[config.mk]
export PLATFORM = sky130hd
export DESIGN_NAME = iuls_mod
export DESIGN_NICKNAME = d
export VERILOG_FILES = /design/src/sv/iuls_pkg.sv /design/src/sv/iuls_mod.sv
export SDC_FILE = /design/constraint.sdc
export NUM_CORES = 1
export LEC_CHECK = 0
export ABC_AREA = 0
export ABC_CLOCK_PERIOD_IN_PS = 13500
export BUFFER_PORTS_ARGS = -buffer_cell sky130_fd_sc_hd__buf_4
export CORE_UTILIZATION = 45
export DETAILED_ROUTE_END_ITERATION = 8
export MAX_ROUTING_LAYER = met4
export PLACE_DENSITY = 0.7
export SYNTH_ARGS = -nofsm -noshare
export SYNTH_HDL_FRONTEND = slang
export SYNTH_SLANG_ARGS = --single-unit
[constraint.sdc]
create_clock -name clock -period 13.5 [get_ports clock]
set_input_delay 2.7 -clock clock [delete_from_list [all_inputs] [get_ports clock]]
set_output_delay 2.7 -clock clock [all_outputs]
set_load 0.05 [all_outputs]
[src/sv/iuls_pkg.sv]
// shared constants, codes and types of the io unit latency scheduler
package iuls_pkg;

   localparam int MAX_UNITS   = 16;
   localparam int BLOCK_SHIFT = 9;

   // unit address and unit count widths
   localparam int UNIT_AW    = (MAX_UNITS > 1) ? $clog2(MAX_UNITS) : 1;
   localparam int UNIT_CNT_W = $clog2(MAX_UNITS + 1);

   // serial remainder unit: bits of the dividend handled per cycle
   localparam int MOD_DIV_W  = 64;
   localparam int MOD_DIGIT  = 4;
   localparam int MOD_STEPS  = MOD_DIV_W / MOD_DIGIT;
   localparam int MOD_CW     = $clog2(MOD_STEPS);
   localparam int MOD_RW     = UNIT_CNT_W + 1;

   // operation codes
   localparam logic [1:0] OP_READ  = 2'd0;
   localparam logic [1:0] OP_WRITE = 2'd1;
   localparam logic [1:0] OP_FLUSH = 2'd2;
   localparam logic [1:0] OP_EDGE  = 2'd3;

   // register indexes
   localparam int CSR_IDX_W = 4;
   localparam logic [CSR_IDX_W-1:0] CSR_UNIT_SIZE_SHIFT = 4'd0;
   localparam logic [CSR_IDX_W-1:0] CSR_UNIT_COUNT      = 4'd1;
   localparam logic [CSR_IDX_W-1:0] CSR_READ_SETUP      = 4'd2;
   localparam logic [CSR_IDX_W-1:0] CSR_READ_CHUNK      = 4'd3;
   localparam logic [CSR_IDX_W-1:0] CSR_READ_TAIL       = 4'd4;
   localparam logic [CSR_IDX_W-1:0] CSR_WRITE_SETUP     = 4'd5;
   localparam logic [CSR_IDX_W-1:0] CSR_WRITE_CHUNK     = 4'd6;
   localparam logic [CSR_IDX_W-1:0] CSR_WRITE_TAIL      = 4'd7;

   // busy table access
   typedef struct packed {
      logic               rd_en;
      logic [UNIT_AW-1:0] rd_addr;
      logic               wr_en;
      logic [UNIT_AW-1:0] wr_addr;
      logic [63:0]        wr_data;
   } tbl_req_type;

   // remainder unit launch
   typedef struct packed {
      logic                  start;
      logic [MOD_DIV_W-1:0]  dividend;
      logic [UNIT_CNT_W-1:0] divisor;
   } mod_req_type;

endpackage

[src/sv/iuls_mod.sv]
// serial remainder by the unit count, a few dividend bits per cycle
module iuls_mod (
   input  logic                           clock,
   input  logic                           reset,
   input  iuls_pkg::mod_req_type          req,
   output logic                           done,
   output logic [iuls_pkg::UNIT_AW-1:0]   rem
);

   logic [iuls_pkg::MOD_DIV_W-1:0]  shreg_ff;
   logic [iuls_pkg::MOD_RW-1:0]     rem_ff;
   logic [iuls_pkg::MOD_RW-1:0]     rem_in;
   logic [iuls_pkg::UNIT_CNT_W-1:0] div_ff;
   logic [iuls_pkg::MOD_CW-1:0]     cnt_ff;
   logic                            busy_ff;
   logic                            done_ff;

   always_comb begin
      logic [iuls_pkg::MOD_RW-1:0] r;
      r = rem_ff;
      for (int i = 0; i < iuls_pkg::MOD_DIGIT; i++) begin
         r = {r[iuls_pkg::MOD_RW-2:0], shreg_ff[iuls_pkg::MOD_DIV_W-1-i]};
         if (r >= iuls_pkg::MOD_RW'(div_ff)) begin
            r = r - iuls_pkg::MOD_RW'(div_ff);
         end
      end
      rem_in = r;
   end

   always_ff @(posedge clock) begin
      if (reset) begin
         busy_ff <= 1'b0;
         done_ff <= 1'b0;
         cnt_ff  <= '0;
      end else begin
         done_ff <= 1'b0;
         if (req.start) begin
            busy_ff  <= 1'b1;
            cnt_ff   <= '0;
            shreg_ff <= req.dividend;
            rem_ff   <= '0;
            div_ff   <= req.divisor;
         end else if (busy_ff) begin
            rem_ff   <= rem_in;
            shreg_ff <= shreg_ff << iuls_pkg::MOD_DIGIT;
            cnt_ff   <= cnt_ff + iuls_pkg::MOD_CW'(1);
            if (cnt_ff == iuls_pkg::MOD_CW'(iuls_pkg::MOD_STEPS - 1)) begin
               busy_ff <= 1'b0;
               done_ff <= 1'b1;
            end
         end
      end
   end

   assign done = done_ff;
   assign rem  = iuls_pkg::UNIT_AW'(rem_ff);

endmodule

==> flow_metrics.env, run 1 <==
export IMPL_drt_wirelength_per_cell_um=15.4
export IMPL_totalNegativeSetupSlack_ns=0
export IMPL_core_rowCount=35
export IMPL_fp_dieH_um=100
export IMPL_synth_cell_types=48
export IMPL_relSlewSlack=0.440
export IMPL_clock_power_share=0.125
export IMPL_grt_pass1_vias=2584
export IMPL_cts_resized_gates=0
export IMPL_final_period_minus_worst_setup_slack_ns=7.48
export IMPL_core_area_sq_um=9280
export IMPL_post_cts_setup_buffers=0
export IMPL_timing_critical_path_fanout_max=8
export IMPL_worstHoldPathCells=2
export IMPL_chipWidth_um=100
export IMPL_post_route_drc_count=0
export IMPL_cell_area_after_technology_mapping_sq_um=4340
export IMPL_pwr_density_cell_nw_per_um2=280
export IMPL_post_dp_hpwl_um=5640
export IMPL_gp_routability_congestion=0.882
export IMPL_status="finished, final reports clean"
export IMPL_finalHoldViolations=0
export IMPL_cts_root_buf="clkbuf_8"
export IMPL_crit_arrival_ns=7.56
export IMPL_area_delta_synth_final_pct=19.9
export IMPL_slew_at_the_pin_closest_to_its_max_slew_limit_ns=0.840
export IMPL_finalHoldWorstSlack_ns=0.489
export IMPL_cts_tree="built"
export IMPL_worst_setup_path_type="flip-flop to flip-flop"
export IMPL_worst_r2r_cell_count=28
export IMPL_setup_violations=0
export IMPL_max_cap_viol_count=0
export IMPL_dp_slack_ns=6.03
export IMPL_ys_warn_count=0
export IMPL_antenna_found_initial=0
export IMPL_final_critical_path_setup_slack_ns=6.02
export IMPL_setup_worst_path_end_class="flip-flop"
export IMPL_final_net_count=480
export IMPL_rrSetupSlack_ns=6.02
export IMPL_critical_path_reg2reg_endpoint="rem_ff[4]"
export IMPL_hold_path_startpoint="cnt_ff[3]"
export IMPL_global_route_usage_total=0.172
export IMPL_synth_edf_count=74
export IMPL_hp_class="flip-flop to flip-flop"
export IMPL_synthesis_area_per_instance_sq_um=14.1
export IMPL_yosys_register_bits=80
export IMPL_worstSetupStartpoint="div_ff[1]"
export IMPL_syn_nets=405
export IMPL_antenna_cells_inserted=0
export IMPL_timing_critical_path_required_ns=13.58
export IMPL_p_leak_nw=2.06
export IMPL_vias=2634
export IMPL_internal_power_mw=0.859
export IMPL_pin_count=77
export IMPL_port_buffers=76
export IMPL_post_cts_hold_buffer_count=0
export IMPL_rr_startpoint="div_ff[1]"
export IMPL_power_sequential_fraction=0.227
export IMPL_critical_path_max_stage_delay_ns=0.46
export IMPL_grt_overflow_total=0
export IMPL_worstSetupStartpointType="flip-flop"
export IMPL_report_final_slew_viol_count=0
export IMPL_rsz_0062_raised_after_global_routing="false"
export IMPL_drtAntennaViolNets=0
export IMPL_htreeDepth=3
export IMPL_initialDrtViolationCount=101
export IMPL_dieArea_sq_um=10000
export IMPL_most_common_cell_after_layout_fill_and_taps_aside="buf_4"
export IMPL_path_clk_slew_ns=0.08
export IMPL_layout_worst_path_cycle_share=0.554
export IMPL_syn_instance_count=308
export IMPL_layout_drive_gt1_share=0.438
export IMPL_max_freq_mhz=134
export IMPL_initial_core_util=0.468
export IMPL_fin_util=0.561
export IMPL_worst_skew_pair_late_latency_ns=0.35
export IMPL_clock_sinks=80
export IMPL_cts_buffers=9
export IMPL_switching_power_mw=0.600
export IMPL_pin_count_of_the_biggest_net_entering_global_routing=73
export IMPL_synth_async_reset_ratio=0
export IMPL_maximum_clock_skew_at_final_layout_ns=0.0120
export IMPL_yosys_most_used_dff="edfxtp_1"
export IMPL_worst_hold_end="done"
export IMPL_combinational_fraction_of_design_power=0.647
export IMPL_route_final_wire_length_um=7970
export IMPL_power_ir_vdd_worst_v=0.000192
export IMPL_detail_route_first_pass_iterations=4
export IMPL_most_common_layout_cells="buf_4, edfxtp_1, mux2_2"
export IMPL_cpMaxStageDelayCell="edfxtp_1"
export IMPL_netSwitchingFraction=0.411
export IMPL_grt_first_pass_wirelength_um=12700
export IMPL_avgViaCountPerCell=5.09
export IMPL_synth_sequential_area_ratio=0.539
export IMPL_clockBufferDepth=2
export IMPL_report_power_total_mw=1.46
-- per-layer routing --
layer | GRT usage | routed length, um
met2 | 0.261 | 3900
met5 | - | 0
met1 | 0.224 | 3590
met4 | 0.0491 | 73
met3 | 0.0522 | 405
-- area by class of cell --
class	count	area, sq um
Tap cell	129	161
Fill cell	815	4080
Multi-Input combinational cell	199	1860
Inverter	16	60.1
Clock inverter	7	77.6
Sequential cell	80	2340
Timing Repair Buffer	77	578
Clock buffer	9	124
-- flip-flops by register name (all words and copies together), names as in the netlist --
| signal | cells |
|---|---|
| busy_ff | 1 |
| cnt_ff | 4 |
| div_ff | 5 |
| done | 1 |
| rem_ff | 5 |
| shreg_ff | 64 |
-- per-stage QoR --
step | std cells | area, sq um
2_1_floorplan | 308 | 4340
3_3_place_gp | 501 | 5000
3_5_place_dp | 501 | 5000
4_1_cts | 517 | 5200
5_1_grt | 517 | 5200
6_report | 517 | 5200
-- how the worst max path moves through the flow --
stage	endpoint	slack, ns
after global placement	rem_ff[1]	6.16
after global routing	rem_ff[4]	5.43
final	rem_ff[4]	6.02
after detailed placement	rem_ff[4]	6.03
after CTS	rem_ff[4]	6.01
after floorplan	rem_ff[1]	6.81
-- kinds of logic after synthesis --
group / after synthesis / synth area share
DFF: 80 / 0.539
adders and majority gates: 25 / 0.0789
buffers and inverters: 29 / 0.0337
AOI/OAI and AO/OA: 38 / 0.0720
muxes: 74 / 0.190
xor gates and xnor gates: 14 / 0.0282
and+or+nand+nor: 48 / 0.0573
-- worst max-delay path, delay by kind of cell, from the launching register on --
kind	cells	cell delay, ns
buf+inv	1	0.31
fa+ha+maj	4	1.59
mux	5	1.54
simple gates	6	1.00
flops	1	0.46
compound gates	12	2.31
-- power by group through the flow --
stage | clock network, mW | registers, mW | logic (mW)
after floorplan | 0 | 0.332 | 0.837
after global placement | 0 | 0.337 | 0.931
after detailed placement | 0 | 0.338 | 0.940
after CTS | 0.188 | 0.332 | 0.946
after global routing | 0.197 | 0.334 | 1.07
final | 0.183 | 0.332 | 0.944
-- synth_stat cells, types with 2 or more instances --
library cell,number,area [sq um]
and2_1,4,25.0
o211a_1,2,20.0
a21o_1,5,37.5
nand4_1,2,12.5
clkbuf_1,6,22.5
nand2_1,5,18.8
buf_6,3,33.8
a32oi_1,2,17.5
nor3_1,2,10.0
edfxtp_1,74,2220
nor2_1,21,78.8
mux2i_1,8,80.1
o21ai_1,2,10.0
nand2b_1,2,12.5
mux2_2,64,721
buf_4,4,30.0
ha_1,21,263
a211oi_2,3,37.5
a21oi_1,11,55.1
o21ai_0,2,10.0
nor2b_1,3,18.8
xor2_1,8,70.1
inv_1,16,60.1
fa_1,4,80.1
dfxtp_1,6,120
xnor2_1,6,52.6
Note: power is estimated with default switching activity, not from simulation.
==> run 2, diff against run 1 <==
--- a/config.mk
+++ b/config.mk
@@ -5,8 +5,8 @@
 export SDC_FILE = /design/constraint.sdc
 export NUM_CORES = 1
 export LEC_CHECK = 0
-export ABC_AREA = 0
-export ABC_CLOCK_PERIOD_IN_PS = 13500
+export ABC_AREA = 1
+export ABC_CLOCK_PERIOD_IN_PS = 7300
 export BUFFER_PORTS_ARGS = -buffer_cell sky130_fd_sc_hd__buf_4
 export CORE_UTILIZATION = 45
 export DETAILED_ROUTE_END_ITERATION = 8
==> constraint.sdc (replaced) <==
create_clock -name clock -period 7.3 [get_ports clock]
set_input_delay 1.46 -clock clock [delete_from_list [all_inputs] [get_ports clock]]
set_output_delay 1.46 -clock clock [all_outputs]
set_load 0.05 [all_outputs]
==> flow_metrics.env, run 2 <==
export IMPL_chipWidth_um=102
export IMPL_core_rowCount=36
export IMPL_ys_warn_count=0
export IMPL_max_freq_mhz=176
export IMPL_route_final_wire_length_um=9000
export IMPL_post_dp_hpwl_um=6620
export IMPL_finalHoldViolations=0
export IMPL_setup_worst_path_end_class="flip-flop"
export IMPL_synthesis_area_per_instance_sq_um=8.73
export IMPL_clock_sinks=80
export IMPL_status="finished, final reports clean"
export IMPL_grt_first_pass_wirelength_um=15300
export IMPL_detail_route_first_pass_iterations=4
export IMPL_path_clk_slew_ns=0.08
export IMPL_cts_buffers=9
export IMPL_drtAntennaViolNets=0
export IMPL_grt_overflow_total=0
export IMPL_cts_root_buf="clkbuf_8"
export IMPL_setup_violations=0
export IMPL_hold_path_startpoint="cnt_ff[3]"
export IMPL_critical_path_reg2reg_endpoint="rem_ff[1]"
export IMPL_layout_drive_gt1_share=0.197
export IMPL_largestRegisters="shreg_ff: 64 flops, div_ff: 5 flops, rem_ff: 5 flops"
export IMPL_cts_resized_gates=0
export IMPL_post_synth_most_frequent_cells="nand2_1, edfxtp_1, inv_1"
export IMPL_syn_nets=612
export IMPL_final_period_minus_worst_setup_slack_ns=5.67
export IMPL_worst_r2r_cell_count=35
export IMPL_pin_count_of_the_biggest_net_entering_global_routing=71
export IMPL_synth_top_family_by_area="simple AND/OR/NAND/NOR gates"
export IMPL_post_cts_hold_buffer_count=0
export IMPL_synth_compound_gate_area_share=0.0278
export IMPL_yosys_most_used_dff="edfxtp_1"
export IMPL_synth_top_cells_by_area="edfxtp_1, nand2_1, ha_1, inv_1, dfxtp_1"
export IMPL_synth_sequential_area_ratio=0.521
export IMPL_maximum_clock_skew_at_final_layout_ns=0.00949
export IMPL_crit_arrival_ns=5.77
export IMPL_largest_register_ff_count=64
export IMPL_synth_edf_count=74
export IMPL_post_synth_top_count_cell="nand2_1"
export IMPL_initial_core_util=0.462
export IMPL_global_route_usage_total=0.197
export IMPL_synth_fa_ha_area_frac=0.0763
export IMPL_clockBufferDepth=2
export IMPL_final_net_count=681
export IMPL_critical_path_max_stage_delay_ns=0.46
export IMPL_rsz_0062_raised_after_global_routing="false"
export IMPL_post_cts_setup_buffers=0
export IMPL_worstSetupStartpointType="flip-flop"
export IMPL_gp_routability_congestion=0.883
export IMPL_synth_async_reset_ratio=0
export IMPL_synth_top_area_frac=0.494
export IMPL_relSlewSlack=0.234
export IMPL_max_cap_viol_count=0
export IMPL_slew_at_the_pin_closest_to_its_max_slew_limit_ns=1.15
export IMPL_critPathMostFrequentCell="nand2_1"
export IMPL_port_buffers=76
export IMPL_synth_largest_area_cell="edfxtp_1"
export IMPL_cell_area_after_technology_mapping_sq_um=4490
export IMPL_rr_startpoint="shreg_ff[63]"
export IMPL_synth_area_mux_share=0
export IMPL_timing_critical_path_required_ns=7.40
export IMPL_antenna_found_initial=0
export IMPL_syn_instance_count=515
export IMPL_area_delta_synth_final_pct=19.7
export IMPL_worst_hold_end="cnt_ff[3]"
export IMPL_layout_worst_path_cycle_share=0.777
export IMPL_worst_setup_path_type="flip-flop to flip-flop"
export IMPL_timing_critical_path_fanout_max=8
export IMPL_initialDrtViolationCount=229
export IMPL_totalNegativeSetupSlack_ns=0
export IMPL_htreeDepth=3
export IMPL_most_common_layout_cells="nand2_1, buf_4, edfxtp_1"
export IMPL_antenna_cells_inserted=0
export IMPL_report_final_slew_viol_count=0
export IMPL_largest_register="shreg_ff"
export IMPL_cts_tree="built"
export IMPL_yosys_register_bits=80
export IMPL_core_area_sq_um=9730
export IMPL_cpMaxStageDelayCell="fa_1"
export IMPL_post_route_drc_count=0
export IMPL_hp_class="flip-flop to flip-flop"
export IMPL_pin_count=77
export IMPL_rrSetupSlack_ns=1.63
export IMPL_most_common_cell_after_layout_fill_and_taps_aside="nand2_1"
export IMPL_synth_xor_area_frac=0.0214
export IMPL_fp_dieH_um=102
export IMPL_synth_simple_area_share=0.296
export IMPL_grt_pass1_vias=3546
export IMPL_synth_cell_types=31
export IMPL_drt_wirelength_per_cell_um=12.5
export IMPL_vias=3461
export IMPL_avgViaCountPerCell=4.79
export IMPL_worstHoldPathCells=2
export IMPL_dieArea_sq_um=10400
export IMPL_worst_skew_pair_late_latency_ns=0.35
==> run 2: changes by cell type in the layout (fill, tap and decap cells not counted), moves of 5 or more <==
cell | previous run | this run
nand2_1 | 5 | 248
nand3_1 | 1 | 20
nand3b_1 | 0 | 5
mux2i_1 | 8 | 0
xor2_1 | 8 | 2
a21o_1 | 5 | 0
inv_2 | 0 | 6
mux2_2 | 64 | 0
inv_1 | 16 | 39
==> run 2: cell families (layout without fill, tap and decap cells) <==
logic type               count (synthesis)  in the layout
AO/OA/AOI/OAI                           22             22
XOR/XNOR                                11             11
adder cells (fa/ha/maj)                 25             25
buffers and inverters                   64            138
flip-flops                              80             80
AND/OR/NAND/NOR                        313            313
==> run 2: worst max-delay path: cells and delay by family (launching register included) <==
family | cells | cell delay [ns]
compound gates | 6 | 1.05
fa+ha+maj | 5 | 1.69
buf+inv | 7 | 0.54
flops | 1 | 0.38
simple gates | 17 | 1.74
==> run 2: layout make-up <==
type,instances,area [sq um]
sequential,80,2340
timing repair buffer,77,578
inverter,45,169
clock buffer,9,124
clock inverter,7,95.1
multi-input combinational,371,1910
fill,897,4350
tap,133,166
==> run 2: layer usage <==
layer | wire length, um | track usage | vias to the layer above
met2 | 4620 | 0.337 | 83
met3 | 422 | 0.0383 | 16
met4 | 177 | 0.0791 | 0
li1 | - | - | 1784
met1 | 3770 | 0.228 | 1578
met5 | 0 | - | -
==> run 2: worst max path at each step <==
stage / cells past startpoint / end / slack (ns) / startpoint
5_1_grt: 33 / rem_ff[4] / 1.08 / div_ff[1]
4_1_cts: 33 / rem_ff[1] / 1.61 / div_ff[1]
6_report: 35 / rem_ff[1] / 1.63 / shreg_ff[63]
3_3_place_gp: 33 / rem_ff[2] / 1.91 / div_ff[1]
3_5_place_dp: 33 / rem_ff[1] / 1.64 / div_ff[1]
2_1_floorplan: 4 / rem_ff[0] / 1.52 / req[69]
==> run 2: through the flow <==
step,worst slack (ns),hold slack (ns),cell area [sq um],utilization,instances
finish,1.63,0.491,5380,0.553,722
detailed placement,1.64,0.470,5160,0.531,706
CTS,1.61,0.488,5380,0.553,722
global placement,1.91,0.466,5160,0.531,706
global route,1.08,0.532,5380,0.553,722
floorplan,1.52,0.445,4490,-,515
Power of run 2 is not shown: default switching activity piles up to over one toggle a cycle in this logic, so the estimate is an artifact.
