## src/sv/iuls_pkg.sv

```systemverilog
// shared constants, codes and types of the io unit latency scheduler
package iuls_pkg;

   localparam int MAX_UNITS   = 16;
   localparam int BLOCK_SHIFT = 9;

   // unit address and unit count widths
   localparam int UNIT_AW    = (MAX_UNITS > 1) ? $clog2(MAX_UNITS) : 1;
   localparam int UNIT_CNT_W = $clog2(MAX_UNITS + 1);

   // serial remainder unit: bits of the dividend handled per cycle
   localparam int MOD_DIV_W  = 64;
   localparam int MOD_DIGIT  = 4;
   localparam int MOD_STEPS  = MOD_DIV_W / MOD_DIGIT;
   localparam int MOD_CW     = $clog2(MOD_STEPS);
   localparam int MOD_RW     = UNIT_CNT_W + 1;

   // operation codes
   localparam logic [1:0] OP_READ  = 2'd0;
   localparam logic [1:0] OP_WRITE = 2'd1;
   localparam logic [1:0] OP_FLUSH = 2'd2;
   localparam logic [1:0] OP_EDGE  = 2'd3;

   // register indexes
   localparam int CSR_IDX_W = 4;
   localparam logic [CSR_IDX_W-1:0] CSR_UNIT_SIZE_SHIFT = 4'd0;
   localparam logic [CSR_IDX_W-1:0] CSR_UNIT_COUNT      = 4'd1;
   localparam logic [CSR_IDX_W-1:0] CSR_READ_SETUP      = 4'd2;
   localparam logic [CSR_IDX_W-1:0] CSR_READ_CHUNK      = 4'd3;
   localparam logic [CSR_IDX_W-1:0] CSR_READ_TAIL       = 4'd4;
   localparam logic [CSR_IDX_W-1:0] CSR_WRITE_SETUP     = 4'd5;
   localparam logic [CSR_IDX_W-1:0] CSR_WRITE_CHUNK     = 4'd6;
   localparam logic [CSR_IDX_W-1:0] CSR_WRITE_TAIL      = 4'd7;

   // busy table access
   typedef struct packed {
      logic               rd_en;
      logic [UNIT_AW-1:0] rd_addr;
      logic               wr_en;
      logic [UNIT_AW-1:0] wr_addr;
      logic [63:0]        wr_data;
   } tbl_req_type;

   // remainder unit launch
   typedef struct packed {
      logic                  start;
      logic [MOD_DIV_W-1:0]  dividend;
      logic [UNIT_CNT_W-1:0] divisor;
   } mod_req_type;

endpackage

```

## src/sv/iuls_table.sv

```systemverilog
// busy-until table: synchronous memory with per-entry valid bits
module iuls_table (
   input  logic                  clock,
   input  logic                  reset,
   input  iuls_pkg::tbl_req_type req,
   output logic [63:0]           rd_data
);

   logic [63:0]                   mem [iuls_pkg::MAX_UNITS];
   logic [iuls_pkg::MAX_UNITS-1:0] valid_ff;
   logic [63:0]                   rd_data_ff;
   logic                          rd_valid_ff;

   always_ff @(posedge clock) begin
      if (req.wr_en) begin
         mem[req.wr_addr] <= req.wr_data;
      end
      if (req.rd_en) begin
         rd_data_ff <= mem[req.rd_addr];
      end
   end

   always_ff @(posedge clock) begin
      if (reset) begin
         valid_ff    <= '0;
         rd_valid_ff <= 1'b0;
      end else begin
         if (req.wr_en) begin
            valid_ff[req.wr_addr] <= 1'b1;
         end
         if (req.rd_en) begin
            rd_valid_ff <= valid_ff[req.rd_addr];
         end
      end
   end

   // never-written entries read as zero
   assign rd_data = rd_valid_ff ? rd_data_ff : 64'd0;

endmodule

```

## config.mk

```make
export PLATFORM = sky130hd
export DESIGN_NAME = iuls_table
export DESIGN_NICKNAME = d
export VERILOG_FILES = /design/src/sv/iuls_pkg.sv /design/src/sv/iuls_table.sv
export SDC_FILE = /design/constraint.sdc
export NUM_CORES = 1
export LEC_CHECK = 0
export BUFFER_PORTS_ARGS = -buffer_cell sky130_fd_sc_hd__buf_4
export CAP_MARGIN = 10
export CORE_MARGIN = 2
export CORE_UTILIZATION = 30
export CTS_CLUSTER_DIAMETER = 120
export CTS_CLUSTER_SIZE = 14
export DETAILED_ROUTE_END_ITERATION = 7
export MAX_ROUTING_LAYER = met4
export SLEW_MARGIN = 20
export SYNTH_ARGS = -nofsm -noshare
export SYNTH_HDL_FRONTEND = slang
export SYNTH_SLANG_ARGS = --single-unit
```

## constraint.sdc

```tcl
create_clock -name clock -period 5.55 [get_ports clock]
set_clock_uncertainty 0.15 [all_clocks]
set_input_delay 0.2775 -clock clock [delete_from_list [all_inputs] [get_ports clock]]
set_output_delay 0.2775 -clock clock [all_outputs]
set_load 0.05 [all_outputs]
```

==> results of run 1 <==
area by class of cell:
class	instances	area (um2)
Antenna cell	8	20.0
Multi-Input combinational cell	456	8120
Timing Repair Buffer	244	2220
Sequential cell	1105	33000
Fill cell	12344	89300
Tap cell	1794	2240
Clock inverter	5	76.3
Clock buffer	100	2290
worst min-delay path: stages:
cell	delay (ps)
buf_4	150
or3b_2	200
a221oi_1	50
nor2_1	100
o211ai_1	80
flip-flops by register name, indices dropped and copies added (netlist names):
register / count
valid_ff: 16
mem: 1024
rd_data_ff: 64
rd_valid_ff: 1
cell usage in the layout (no fill, tap or decap), types with 3 or more instances in the layout:
master	count
clkbuf_16	90
nor2_1	35
inv_6	3
buf_12	9
nor3_4	3
mux2i_1	4
buf_4	158
buf_16	4
edfxtp_1	1088
buf_6	4
clkbuf_1	10
nand3b_1	3
dfxtp_1	16
mux4_2	322
nor2_4	12
dlygate4sd3_1	67
diode_2	8
and2_1	64
Yosys cell counts:
| master | count |
|---|---|
| nand3_1 | 1 |
| nor3_1 | 4 |
| buf_2 | 9 |
| dfxtp_1 | 17 |
| mux2i_1 | 4 |
| nand3b_1 | 3 |
| a221oi_1 | 2 |
| clkbuf_1 | 44 |
| buf_4 | 20 |
| nor2b_1 | 1 |
| buf_1 | 3 |
| o211ai_1 | 1 |
| mux4_2 | 322 |
| nand2_1 | 2 |
| nor2_1 | 47 |
| edfxtp_1 | 1088 |
| or3b_2 | 2 |
| buf_6 | 6 |
| nand2b_1 | 2 |
| a22oi_1 | 1 |
| and2_1 | 64 |
cells by family after synthesis:
group,synth area share [%]
buffers and inverters,1.06
AO/OA/AOI/OAI,0.0785
multiplexers,17.6
flip-flops,79.7
AND/OR/NAND/NOR,1.61
worst paths after layout:
path                                   from             end  slack [ps]
worst max register to register  mem[10][43]  rd_data_ff[43]        3710
worst min register to register  valid_ff[2]     valid_ff[2]         320
worst max-delay path            rd_valid_ff     rd_data[26]        2830
worst min-delay path                req[73]     rd_valid_ff         110
per-layer routing:
layer  vias up  GRT usage (%)  part of all wire (%)  wire length, um
met1      9973           18.6                    43            41600
li1       7520              -                     -                -
met3       114           2.26                   5.4             5140
met5         -              -                     0                0
met4         0           3.17                   1.7             1600
met2       518           22.5                    50            47500
per-stage QoR:
stage               instances  util, %
global placement         3528     32.6
detailed placement       3531     32.7
global route             3712     34.9
CTS                      3703     34.9
floorplan                1643        -
finish                   3712     34.9
power by group through the flow:
stage	Combinational (mW)	Clock [mW]	Sequential (mW)
final	0.917	5.61	9.45
after global placement	0.858	0	9.63
after CTS	0.937	5.75	9.46
after global routing	0.983	6.05	9.47
after floorplan	0.547	0	9.60
after detailed placement	0.884	0	9.64
repair_timing:
item	in CTS	in global routing
gates resized for setup	0	0
buffers inserted	0	0
hold buffers	67	0
endpoints found under the hold margin	1053	0
==> flow_metrics.tcl, run 1 <==
set metrics [dict create \
    outcome "finished, final reports clean" \
    antenna_found_initial 13 \
    grt_setup_unrepaired "no" \
    p_sw_share_pct 20.6 \
    cp_data_arrival_time_ps 2290 \
    groute.usage.overall_pct 13.9 \
    die_width_um 376 \
    yosys_warnings 0 \
    ir_drop_mv 0.209 \
    initial_core_util_pct 30.2 \
    crit_cells 2 \
    hp-class "in2reg" \
    drc 0 \
    placed_cell_area_mm2 0.0449 \
    postRouteAntennaNets 0 \
    finalSetupViolCount 0 \
    post-place-ws_ps 2260 \
    netlist_instances 1643 \
    crit_chain "and2_1 -> buf_4" \
    layout-drive-gt1-share_pct 32.1 \
    slew_viol_final 0 \
    clk-insertion-delay-late_ps 670 \
    io_buffer_count 139 \
    tritoncts "yes" \
    die_y_um 376 \
    cap_violations 0 \
    tns_ps 0 \
    leakagePower_nw 14.8 \
    finalNetCount 1971 \
    ys_types 21 \
    worst_hold_slack_ps 106 \
    finalPower_mw 16.0 \
    p_per_area_mw_per_mm2 333 \
    power_frac_seq_pct 59.2 \
    cts_root_buf "clkbuf_16" \
    startpoint_type "flip-flop" \
    placementRows 136 \
    critPathKind "reg2out" \
    cp_slowest_cell "dfxtp_4" \
    slew_headroom_pct 22.3 \
    syn_to_final_growth_pct 15.8 \
    reg2regPathDepth 2 \
    vias 18125 \
    dr.first_iter.drc_count 1977 \
    slowest_delay_ps 970 \
    overflow 0 \
    worstSetupEndpointType "primary output" \
    clkPwrFrac_pct 35.1 \
    dp_hpwl_um 49700 \
    grt_max_degree 110 \
    avgSynthCellArea_um2 25.2 \
    vias_per_cell 4.88 \
    h-tree-depth 3 \
    holdPathStages 5 \
    path_max_fanout 65 \
    yosysTopAreaCell "edfxtp_1" \
    cts.sinks 1105 \
    period_share_pct 49.0 \
    combPwrFrac_pct 5.7 \
    p_int_mw 12.7 \
    fmaxAchievable_ghz 0.368 \
    cts.path.max_buffers 3 \
    grt_pass1_wl_um 139000 \
    die_area_mm2 0.141 \
    numCtsBuffers 88 \
    synth_nets 1719 \
    routabilityCongestion 0.700 \
    ios 140 \
    wl_per_cell_um 25.8 \
    synth_seq_cells 1105 \
    cts.clk_slew.worst_paths_ps 70 \
    worst-path-buf-inv 1 \
    finalHoldViolCount 0 \
    path_delay_family "flip-flops" \
    synth_top_area_share_pct 78.8 \
    worst_pin_slew_ps 1170 \
    finalWorstSetupSlack_ps 2830 \
    stdcell_area_mm2 0.0480 \
    first_pass_iters 5 \
    critPathRequiredTime_ps 5120 \
    core_mm2 0.137 \
    switching_power_mw 3.29 \
    grt_pass1_vias 19216 \
    wl_um 95900 \
    yosysSeqAreaShare_pct 79.7 \
    synthTopCellsByArea "edfxtp_1 79%, mux4_2 17%, and2_1 0.97%" \
    fin_crit_ps 2720 \
    syn_area_mm2 0.0414 \
]
Power figures use the tool's default switching activity.
==> run 2: changes to the inputs <==
==> constraint.sdc (replaced) <==
create_clock -name clock -period 2.3 [get_ports clock]
set_clock_uncertainty 0.15 [all_clocks]
set_input_delay 0.115 -clock clock [delete_from_list [all_inputs] [get_ports clock]]
set_output_delay 0.115 -clock clock [all_outputs]
set_load 0.05 [all_outputs]
==> run 2 against run 1 <==
  * Die area is the same
  * Clock power up 140%
  * Setup slack worse by 2600 ps
  * Sequential share of layout area fell by 1.6 points
  * Non-clock buffer count grew 67
  * Critical endpoint is now mem[12][14]
  * Sequential power rose by 140%
==> flow_metrics.tcl, run 2 (synthesized netlist as in run 1, its figures left out) <==
set metrics [dict create \
    outcome "finished, final reports clean" \
    wl_per_cell_um 26.2 \
    finalWorstSetupSlack_ps 215 \
    cts.clk_slew.worst_paths_ps 70 \
    syn_to_final_growth_pct 18.5 \
    critPathKind "in2reg" \
    die_area_mm2 0.141 \
    r2r-start "valid_ff[14]" \
    worstSetupEndpointType "flip-flop" \
    die_width_um 376 \
    groute.usage.overall_pct 14.4 \
    initial_core_util_pct 30.2 \
    finalSetupViolCount 0 \
    cts.sinks 1105 \
    holdCritStartpoint "req[67]" \
    final_cell_mix "1,088 x edfxtp_1, 322 x mux4_2, 175 x buf_4, 89 x clkbuf_16, 72 x dlygate4sd3_1" \
    final_common_cell "edfxtp_1" \
    vias_per_cell 4.92 \
    grt_pass1_vias 19963 \
    antenna_found_initial 16 \
    numCtsBuffers 89 \
    p_per_area_mw_per_mm2 792 \
    cp_slowest_cell "dlygate4sd3_1" \
    cap_violations 0 \
    first_pass_iters 5 \
    finalNetCount 2039 \
    grt_setup_unrepaired "no" \
    cts_resized 0 \
    drc 0 \
    path_max_fanout 41 \
    h-tree-depth 3 \
    slowest_delay_ps 680 \
    regMostFlops "mem" \
    cts_root_buf "clkbuf_16" \
    slew_viol_final 0 \
    crit_top_cell "dlygate4sd3_1" \
    overflow 0 \
    cts.path.max_buffers 3 \
    slew_headroom_pct 46.3 \
    vias 18648 \
    leakagePower_nw 15.3 \
    period_share_pct 90.7 \
    finalHoldViolCount 0 \
    grt_pass1_wl_um 143000 \
    fmaxAchievable_ghz 0.480 \
    wl_um 99000 \
    critPathRequiredTime_ps 2460 \
    ios 140 \
    routabilityCongestion 0.722 \
    placed_cell_area_mm2 0.0459 \
    hp-class "in2reg" \
    dr.first_iter.drc_count 1747 \
    ir_drop_mv 0.538 \
    crit_chain "dlygate4sd3_1 -> buf_4 -> nand3_4 -> nor3_4 -> dlygate4sd3_1 -> buf_12" \
    fin_crit_ps 2090 \
    dp_hpwl_um 53900 \
    stdcell_area_mm2 0.0491 \
    postRouteAntennaNets 0 \
    clk-insertion-delay-late_ps 660 \
    layout-drive-gt1-share_pct 34.2 \
    die_y_um 376 \
    tritoncts "yes" \
    worst_pin_slew_ps 805 \
    largest_reg_flops 1024 \
    cp-startpoint "req[68]" \
    cp_data_arrival_time_ps 2240 \
    post-place-ws_ps 85.5 \
    startpoint_type "primary input" \
    placementRows 136 \
    grt_max_degree 55 \
    core_mm2 0.137 \
    reg_top3 "mem (1024), rd_data_ff (64), valid_ff (16)" \
    io_buffer_count 139 \
]
run 2: critical path: cells and delay by family:
kind	cells	cell delay, ps
and+or+nand+nor	2	300
buffers and inverters	4	1760
run 2: area by class of cell:
cell class	instances	area [um2]
diodes	9	22.5
clock buffers	104	2280
clock inverters	8	92.6
fillers	12280	88200
multi-input cells	456	8140
flip-flops and latches	1105	33000
well taps	1794	2240
repair buffers	311	3300
run 2: path summary, 6_finish.rpt:
path	to	slack [ps]	cells after the start
setup / recovery	mem[12][14]	210	6
hold / removal	mem[15][32]	40	4
setup reg to reg	rd_valid_ff	430	4
hold reg to reg	valid_ff[7]	320	2
run 2: power breakdown:
group / leakage [nW] / switching, mW / total (mW) / internal [mW]
combinational: 4.12 / 1.29 / 2.42 / 1.13
sequential: 10.0 / 0.153 / 22.8 / 22.6
clock: 1.16 / 6.66 / 13.7 / 7.00
total: 15.3 / 8.11 / 38.9 / 30.8
run 2: what timing repair did:
item,4_1_cts,5_1_grt
hold buffers,72,0
setup buffers,3,0
setup endpoints to repair,28,0
hold endpoints to repair,1188,0
run 2: per-stage QoR:
stage | power [mW] | hold WS, ps | cells | utilization [%] | setup TNS [ps]
2_1_floorplan | 24.5 | 63.9 | 1643 | - | -186140
3_3_place_gp | 25.5 | 245 | 3591 | 33.5 | 0
3_5_place_dp | 25.6 | 269 | 3591 | 33.5 | 0
4_1_cts | 39.3 | 14.3 | 3778 | 35.7 | 0
5_1_grt | 40.1 | 41.9 | 3786 | 35.8 | 0
6_report | 38.9 | 41.7 | 3787 | 35.8 | 0
run 2: layer usage:
layer | up-vias | global-route usage (%) | part of all wire [%]
li1 | 7666 | - | -
met1 | 10242 | 19.6 | 43
met2 | 639 | 23.2 | 49
met3 | 101 | 2.19 | 6.0
met4 | 0 | 3.02 | 1.5
met5 | - | - | 0
==> run 3: changes to the inputs <==
--- a/config.mk
+++ b/config.mk
@@ -7,6 +7,7 @@
 export LEC_CHECK = 0
 export BUFFER_PORTS_ARGS = -buffer_cell sky130_fd_sc_hd__buf_4
 export CAP_MARGIN = 10
+export CORE_ASPECT_RATIO = 1.75
 export CORE_MARGIN = 2
 export CORE_UTILIZATION = 30
 export CTS_CLUSTER_DIAMETER = 120
==> run 3 against run 2 <==
  * Count of clock-buffer cells in the layout up 5
  * Global-route usage up 0.33 points
  * Flip-flop and latch count unchanged
  * Sequential power about the same
  * Critical path depth down 3
  * Utilization up 0.26 points
  * Critical endpoint is now rd_data[41]
  * Largest cell class unchanged
  * Wire length up 2.0%
  * Non-clock buffer count up 32
  * Largest power group unchanged
==> flow_metrics.tcl, run 3 (synthesized netlist as in run 1, its figures left out) <==
set metrics [dict create \
    syn_to_final_growth_pct 19.4 \
    finalHoldViolCount 0 \
    cts.sinks 1105 \
    io_buffer_count 139 \
    first_pass_iters 5 \
    core_mm2 0.137 \
    initial_core_util_pct 30.2 \
    slew_viol_final 0 \
    finalPower_mw 38.9 \
    largest_reg_flops 1024 \
    dr.first_iter.drc_count 1692 \
    die_area_mm2 0.141 \
    fin_crit_ps 2200 \
    slew_headroom_pct 56.2 \
    cp_data_arrival_time_ps 1930 \
    final_cell_mix "1,088 x edfxtp_1, 322 x mux4_2, 196 x buf_4, 89 x clkbuf_16, 78 x dlygate4sd3_1" \
    wl_met2_um 53700 \
    vias_per_cell 4.83 \
    numCtsBuffers 88 \
    ir_drop_mv 0.573 \
    top_layer_used "met4" \
    drc 0 \
    startpoint_type "flip-flop" \
    clk-insertion-delay-late_ps 690 \
    cp_slowest_cell "dfxtp_4" \
    cts.path.max_buffers 3 \
    postRouteAntennaNets 0 \
    worst_hold_slack_ps 101 \
    critPathRequiredTime_ps 2040 \
    vias 18587 \
    reg2reg_slack_ps 440 \
    outcome "finished, final reports clean" \
    crit_end "rd_data[41]" \
    cp-startpoint "rd_valid_ff" \
    worst_pin_slew_ps 656 \
    r2r-end "rd_valid_ff" \
    critPathKind "reg2out" \
    utilization_pct 36.0 \
    p_per_area_mw_per_mm2 787 \
    layout-drive-gt1-share_pct 34.8 \
    reg_top3 "mem (1024), rd_data_ff (64), valid_ff (16)" \
    period_share_pct 95.6 \
    path_max_fanout 31 \
    placementRows 180 \
    slowest_delay_ps 420 \
    die_width_um 285 \
    regMostFlops "mem" \
    final_common_cell "edfxtp_1" \
    h-tree-depth 3 \
    antenna_found_initial 17 \
    wl_um 101000 \
    worstSetupEndpointType "primary output" \
    die_y_um 496 \
    groute.usage.overall_pct 14.8 \
    post-place-ws_ps 49.6 \
    cts.clk_slew.worst_paths_ps 70 \
    fmaxAchievable_ghz 0.455 \
    grt_pass1_vias 20179 \
    hp-class "in2reg" \
    wl_per_cell_um 26.2 \
    grt_pass1_wl_um 145000 \
    route.met3.wl_um 5240 \
    leakagePower_nw 15.5 \
    grt_setup_unrepaired "no" \
    cap_violations 0 \
    routabilityCongestion 0.734 \
    reg2regPathDepth 4 \
    crit_chain "buf_12 -> and2_1 -> buf_4" \
    dp_hpwl_um 60300 \
    finalWorstSetupSlack_ps 102 \
    grt_max_degree 67 \
    ios 140 \
    finalNetCount 2070 \
    r2r-start "valid_ff[14]" \
    finalSetupViolCount 0 \
    tritoncts "yes" \
    cts_root_buf "clkbuf_16" \
    wl_met1_um 39200 \
    final.fill_count 12504 \
    tns_ps 0 \
    overflow 0 \
]
[run 3: changes by cell type in the layout (fill, tap and decap cells not counted), moves of 2 or more]
| cell | delta |
|---|---|
| and2_1 | -2 |
| buf_4 | +21 |
| diode_2 | +5 |
| inv_6 | -3 |
| clkbuf_1 | +5 |
| buf_12 | +4 |
| and2_2 | +2 |
| dlygate4sd3_1 | +6 |
| clkinv_8 | +2 |
[run 3: critical path: cells and delay by family (launching register included)]
kind          cells  cell delay [ps]
buf+inv           2              490
flops             1              420
simple gates      1              300
[run 3: layer usage]
layer	vias to the layer above	global-route usage [%]
met3	151	2.13
met4	0	4.97
met2	574	25.7
met1	10134	17.6
li1	7728	-
met5	-	-
[run 3: metrics by stage]
| stage | std cells | area, um2 |
|---|---|---|
| after floorplan | 1643 | 41600 |
| after global placement | 3645 | 46300 |
| after detailed placement | 3645 | 46300 |
| after CTS | 3838 | 49400 |
| after global routing | 3850 | 49500 |
| final | 3852 | 49500 |
[run 3: area by class of cell]
type | count | area [um2] | area share, %
antenna | 14 | 35.0 | 0.0708
clock buffer | 109 | 2300 | 4.65
clock inverter | 5 | 81.3 | 0.164
multi-input combinational | 456 | 8150 | 16.5
sequential | 1105 | 33000 | 66.7
tap | 1820 | 2280 | 4.60
timing repair buffer | 343 | 3620 | 7.32
[run 3: report_power, final]
part	internal, mW	switching, mW
Clock	7.01	6.74
Sequential	22.6	0.133
Combinational	1.12	1.30
[run 3: worst min path at each step]
stage,startpoint,end,slack (ps),depth (start not counted)
4_1_cts,req[69],rd_data_ff[14],40,3
2_1_floorplan,req[0],mem[0][0],60,0
5_1_grt,req[69],rd_data_ff[14],90,3
3_3_place_gp,req[43],mem[10][43],240,1
3_5_place_dp,req[6],mem[1][6],270,1
6_report,req[69],rd_data_ff[14],100,3
[run 3: timing repair]
action,in CTS,in global routing
resized for setup,2,1
pin swaps,0,2
hold buffers,79,0
endpoints found under the hold margin,1263,0
setup endpoints to repair,2,48
buffers inserted,0,1
